### src/rtl/qvr_pkg.sv
// ----------------------------------------------------------------------------
// qvr_pkg
// Shared constants for the quaternion vector rotation pipeline.
// ----------------------------------------------------------------------------
package qvr_pkg;

  // Default width of quaternion and vector components
  localparam int COMPONENT_BITS_DEF = 16;

  // Extra pipeline registers around the divider: input setup and output sign and saturation
  localparam int DIV_EXTRA_STAGES = 2;

  // Stages ahead of the divider: products, matrix, matrix*vector, sum
  localparam int FRONT_STAGES = 4;

endpackage

### src/rtl/qvr_div.sv
// ----------------------------------------------------------------------------
// qvr_div
// Pipelined restoring divider: round(num / den) to nearest, half away from
// zero, saturated to CB signed bits. One quotient bit per stage.
// ----------------------------------------------------------------------------
module qvr_div
  import qvr_pkg::*;
#(
  parameter int CB = COMPONENT_BITS_DEF
) (
  input  logic                 clk,
  input  logic                 en,
  input  logic signed [3*CB+3:0] num,
  input  logic        [2*CB:0]   den,
  output logic                 sat,
  output logic signed [CB-1:0]   quo
);

  localparam int QB = CB + 1;        // quotient bits kept
  localparam int MW = 3 * CB + 4;    // numerator width
  localparam int NW = 2 * CB + 1;    // denominator width
  localparam int DW = NW + 1;        // doubled denominator
  localparam int RW = MW + 2;        // remainder width

  logic [RW-1:0] rem [0:QB];
  logic [DW-1:0] dd  [0:QB];
  logic [QB-1:0] qq  [0:QB];
  logic          ng  [0:QB];
  logic          ov  [0:QB];

  logic [MW-1:0] mag;
  logic [RW-1:0] n2;
  logic [DW-1:0] d2;
  logic [RW-1:0] lim;

  // setup: magnitude, 2|num|+den over 2*den, overflow check
  always_comb begin
    mag = num[MW-1] ? MW'(-num) : MW'(num);
    d2  = {den, 1'b0};
    n2  = {1'b0, mag, 1'b0} + RW'(den);
    lim = RW'(d2) << QB;
  end

  always_ff @(posedge clk) begin
    if (en) begin
      rem[0] <= n2;
      dd[0]  <= d2;
      qq[0]  <= '0;
      ng[0]  <= num[MW-1];
      ov[0]  <= (n2 >= lim);
    end
  end

  // one quotient bit per stage, most significant first
  for (genvar k = 0; k < QB; k++) begin : g_bit
    logic [RW-1:0] sh;
    logic          ge;
    assign sh = RW'(dd[k]) << (QB - 1 - k);
    assign ge = (rem[k] >= sh);
    always_ff @(posedge clk) begin
      if (en) begin
        rem[k+1] <= ge ? rem[k] - sh : rem[k];
        qq[k+1]  <= qq[k] | (ge ? (QB'(1) << (QB - 1 - k)) : '0);
        dd[k+1]  <= dd[k];
        ng[k+1]  <= ng[k];
        ov[k+1]  <= ov[k];
      end
    end
  end

  // sign, saturation and output register
  localparam logic [QB-1:0] HALF = QB'(1) << (CB - 1);
  logic              sat_next;
  logic signed [CB-1:0] quo_next;

  always_comb begin
    if (ng[QB]) begin
      sat_next = ov[QB] || (qq[QB] > HALF);
      quo_next = sat_next ? {1'b1, {(CB-1){1'b0}}} : -(qq[QB][CB-1:0]);
    end else begin
      sat_next = ov[QB] || (qq[QB] > HALF - QB'(1));
      quo_next = sat_next ? {1'b0, {(CB-1){1'b1}}} : qq[QB][CB-1:0];
    end
  end

  always_ff @(posedge clk) begin
    if (en) begin
      sat <= sat_next;
      quo <= quo_next;
    end
  end

endmodule

### config.mk
export PLATFORM = sky130hd
export DESIGN_NAME = qvr_div
export DESIGN_NICKNAME = d
export VERILOG_FILES = /design/src/rtl/qvr_pkg.sv /design/src/rtl/qvr_div.sv
export SDC_FILE = /design/constraint.sdc
export NUM_CORES = 2
export LEC_CHECK = 0
export ABC_CLOCK_PERIOD_IN_PS = 7250
export BUFFER_PORTS_ARGS = -buffer_cell sky130_fd_sc_hd__buf_2
export CAP_MARGIN = 10
export CORE_ASPECT_RATIO = 0.7
export CORE_UTILIZATION = 44
export DETAILED_ROUTE_END_ITERATION = 10
export MAX_ROUTING_LAYER = met4
export PLACE_DENSITY = 0.69
export SYNTH_ARGS = -nofsm -noshare
export SYNTH_HDL_FRONTEND = slang
export SYNTH_SLANG_ARGS = --single-unit
### constraint.sdc
create_clock -name clk -period 7.25 [get_ports clk]
set_input_delay 0.725 -clock clk [delete_from_list [all_inputs] [get_ports clk]]
set_output_delay 0.725 -clock clk [all_outputs]
set_load 0.05 [all_outputs]
**Word-level counts from Yosys, hierarchy flattened**

Memory sizes are Yosys's and may differ from the RTL's.
Index checks and enable logic that the tools add are counted.
W data, S select, Z words.

- Add/subtract/negate cells: 20
- Equal/unequal tests: 0
- Shift operators: 0
- Bitwise gates (word level): 17
- Mux-type cells: 41
- Magnitude comparators: 20
- Reduce and logical (&&, ||, !) cells: 2
- $mul: 0
- Divide/modulo/power cells: 0

Operators by type and width:

| kind | count |
|---|---|
| $mux W54 | 17 |
| $mux W16 | 4 |
| $add A53 B33 Y54 | 1 |
| $ge A54 B34 Y1 | 1 |
| $ge A54 B35 Y1 | 1 |
| $ge A54 B36 Y1 | 1 |
| $ge A54 B37 Y1 | 1 |
| $ge A54 B38 Y1 | 1 |
| $ge A54 B39 Y1 | 1 |
| $ge A54 B40 Y1 | 1 |
| $ge A54 B41 Y1 | 1 |
| $ge A54 B42 Y1 | 1 |
| $ge A54 B43 Y1 | 1 |
| $ge A54 B44 Y1 | 1 |
| $ge A54 B45 Y1 | 1 |
| $ge A54 B46 Y1 | 1 |
| $ge A54 B47 Y1 | 1 |
| $ge A54 B48 Y1 | 1 |
| $ge A54 B49 Y1 | 1 |
| $ge A54 B50 Y1 | 1 |
| $ge A54 B51 Y1 | 1 |
| $sub A54 B34 Y54 | 1 |
| $sub A54 B35 Y54 | 1 |
| $sub A54 B36 Y54 | 1 |
| 53 further kinds | 57 |

- Register bits: 17
- Logic and storage cells: 107
- Memories kept: 5
- Output and inout bits: 17
- Latch bits: 0
- Bits in writable memories: 1926
- Input port bits: 87
- ROM bits: 0

Memories:

| memory | depth | width | read ports | clocked after memory_dff | write ports | line | source |
|---|---|---|---|---|---|---|---|
| rem | 18 | 54 | 17 | 0 | 18 | qvr_div.sv:25 | `logic [RW-1:0] rem [0:QB];` |
| dd | 18 | 34 | 17 | 0 | 18 | qvr_div.sv:26 | `logic [DW-1:0] dd [0:QB];` |
| qq | 18 | 17 | 18 | 0 | 18 | qvr_div.sv:27 | `logic [QB-1:0] qq [0:QB];` |
| ng | 18 | 1 | 18 | 0 | 18 | qvr_div.sv:28 | `logic ng [0:QB];` |
| ov | 18 | 1 | 18 | 0 | 18 | qvr_div.sv:29 | `logic ov [0:QB];` |

**Longest topological paths before layout**

An unclocked memory read counts as a cell.

- Word-level depth: 5
- Depth in mapped cells: 28

**Worst setup path after synthesis**

OpenSTA, ideal clock, no wires.

- Kind: input to register
- From: in num[51]
- To: mem ov[0], data pin
- Arrival time: 6546 ps
- Path slack: 575 ps
- Required time: 7121 ps
- Stages: 26
- Setup time: 129 ps
- Cell sequence: clkbuf_1 > clkbuf_1 > clkbuf_1 > clkbuf_1 > o21ai_0 > fa_1 > a211oi_1 > o21ai_0 > a311o_1 > a21oi_1 > o21ai_0 > o21ai_0 > nor2_1 > and2_1 > and2b_1 > xnor2_1 > ha_1 > nand4_1 > nor4_1 > nand4_1 > or4_1 > or4_1 > nor4_1 > a311oi_1 > a21oi_1 > or4_1

RTL lines:

| item | line | source |
|---|---|---|
| from (decl) | qvr_div.sv:13 | `input logic signed [3*CB+3:0] num,` |
| to (decl) | qvr_div.sv:29 |  |

==> out/qor.csv <==
metric;value;unit
HP Class;in -> reg;
core area;212200;um^2
worst reg2reg path endpoint;rem[4][52];
Worst Path Arrival;7.75;ns
top cells by count, synth;edfxtp_1, inv_1, nand2_1;
DR pass1 iterations;6;
clock share of power;21.5;%
PortBufs;103;
P_sw;15620;uW
synth-to-layout area growth;12.11;%
P_leak;0.04150;uW
Syn Nets;9361;
Final period util;97.63;%
post-synth top area cell;edfxtp_1;
Sink Count;1668;
Worst Skew;0.1004;ns
Critical Path Most Common Cell;buf_4;
post-DR vias/cell;5.804;
placer congestion estimate;0.9601;
endpoint class of the critical path;register;
RR Startpoint;rem[3][14];
Setup CP Type;in -> reg;
Crit Path Max Fanout;5;
Max rail drop VDD;0.2145;mV
num rows;141;
global route total overflow;0;
Design Area, Final;106000;um^2
worst-skew pair later-pin latency;0.85;ns
FFs w/ async S/R, synth;0;%
routed len/inst;22.58;um
CTS H-tree depth;4;
Num CTS Buffers;175;
Worst R2R Setup Slack;1.62;ns
min cycle time layout;7.078;ns
required time worst endpoint;7.92;ns
Netlist cell types;95;
Pint;25680;uW
Seq pwr share;37.0;%
sequential cell area fraction in the yosys report;52.98;%
Initial Utilization;44.54;%
met3 Usage GRT;9.326;%
Setup crit start kind;input pin;
non-filler cells, final;11973;
Hold Buf Count CTS;0;
fillcell total;18783;
post-synthesis cell area;94530;um^2
post-DP HPWL;212.0;mm
layout cell share with drive strength beyond 1;9.529;%
critical path depth;33;
GRT Resource Usage Total;25.23;%
synth warn;0;
# DRC;0;
Post-Route WL;270.4;mm
r2r worst-path depth;16;
Max Freq;0.1413;GHz
Main synth FF type;edfxtp_1;
Setup Viol. Count Final;0;
Final Hold Violating Endpoints;0;
CTS tree;yes;
Root Buffer;clkbuf_16;
status;finished clean;
Sw Share;37.82;%
tightest hold margin;0.1336;ns
die width;556.0;um
Slowest-stage cell, CP;or4b_4;
largest net degree at the start of global routing;169;
most common cell in the netlist;edfxtp_1;
Post-Syn Instances;8629;
Post-DRT Antenna Nets;0;
Die ar.;216700;um^2
NumNets Final;9709;
Critical Path Sink;ov[0];
max-cap violation count;0;
Power Total;41300;uW
top-area cell type share of the netlist area;52.98;%
dpl cells;11652;
DP Area;100200;um^2
total number of vias;69496;
flop and latch count out of synthesis;1668;
GRT met1 Usage;40.67;%
busiest grt layer;met1;
vias in the first global route;64048;
Worst-Margin Slew;1.394;ns
synth top area cells;edfxtp_1, ha_1, xnor2_1, a21oi_1, o21ai_0;
Logic pwr share;41.4;%
CTS max path bufs;4;
Pins Over Slew Limit;0;
slowest stage delay, CP;0.49;ns
Layout Utilization;49.94;%
initial antenna violation count;21;
1st-iter DRT viols;9268;
die height;389.8;um
top cell family by delay on the critical path;simple AND/OR/NAND/NOR gates;
met2 Use GR;28.96;%
P per Cell Area;389.6;nW/um^2
crit path from;num[0];
wire length of the first global-routing pass;404.7;mm
syn avg cell area;10.96;um^2
WP buf/inv;7;
clock-pin slew on the worst setup and hold paths;0.07;ns
EDFF count, synth;1668;
I/O Pins;104;
Slew headroom;6.358;%
-- state kept, by name, summed over array words and instances, names as in the netlist --
register and flops:
ov 18, qq 153, quo 16, dd 544
sat 1, ng 18, rem 918
-- area by class of cell --
class	instances	area (um^2)	area share (%)
inverter	749	2811	2.653
antenna	14	35.03	0.03305
sequential	1668	50090	47.26
clock buffer	196	4479	4.226
clock inverter	103	1002	0.9456
tap	2860	3578	3.376
multi-input combinational	6011	41310	38.98
timing repair buffer	372	2683	2.531
-- placed cells by master, fill, tap and decap left out, types with 59 or more instances in the layout --
cell type,count
mux2_2,98
xnor2_1,401
nor3_1,165
nand2_1,688
or3_1,79
o21bai_1,62
clkbuf_16,176
o21a_1,89
a211oi_1,70
nand4_1,116
a21o_1,296
a31oi_1,59
xor2_1,288
buf_2,103
a21oi_1,647
nor4_1,89
buf_4,252
nor2b_1,84
nand2b_1,111
o31ai_1,61
o21ai_0,577
nor2_1,554
inv_1,746
ha_1,625
edfxtp_1,1668
nand3_1,167
-- layer usage --
| layer | share of wire [%] | routed length, um |
|---|---|---|
| met3 | 13 | 35680 |
| met4 | 1.3 | 3548 |
| met5 | 0 | 0 |
| met2 | 35 | 93360 |
| met1 | 51 | 137800 |
-- power groups by stage --
stage	combinational (uW)	clock, uW	sequential, uW
floorplan	12000	0	14700
global placement	16200	0	15400
detailed placement	16500	0	15400
CTS	16700	9060	15200
global route	18800	9400	15500
finish	17100	8880	15300
-- worst min-delay path by stage --
stage,cells past startpoint,slack (ns),startpoint,end
floorplan,0,0.40,ng[9],ng[10]
global placement,0,0.40,qq[8][11],qq[9][11]
detailed placement,0,0.40,qq[9][13],qq[10][13]
CTS,1,0.08,den[1],dd[0][2]
global route,1,0.1,den[1],dd[0][2]
finish,1,0.13,den[1],dd[0][2]
-- repair_timing --
| action | CTS | global route |
|---|---|---|
| gates resized for setup | 3 | 41 |
| buffers inserted | 0 | 5 |
| pin swaps | 0 | 24 |
| endpoints found under the setup margin | 1 | 1 |
-- logic make-up after synthesis --
group | share of synthesized area [%]
DFF | 52.98
AOI/OAI and AO/OA | 14.73
other | 0.003967
xor gates and xnor gates | 6.411
and+or+nand+nor | 12.20
adders and majority gates | 8.672
buffers and inverters | 3.775
muxes | 1.220
-- through the flow --
step | setup WS [ns] | setup TNS (ns)
after floorplan | 0.5747 | 0
after global placement | -0.7962 | -0.7962
after detailed placement | -0.9278 | -0.9278
final | 0.1718 | 0
after CTS | 0.01910 | 0
after global routing | -0.01041 | -0.01041
No activity file was read; power rests on OpenSTA's default activity.
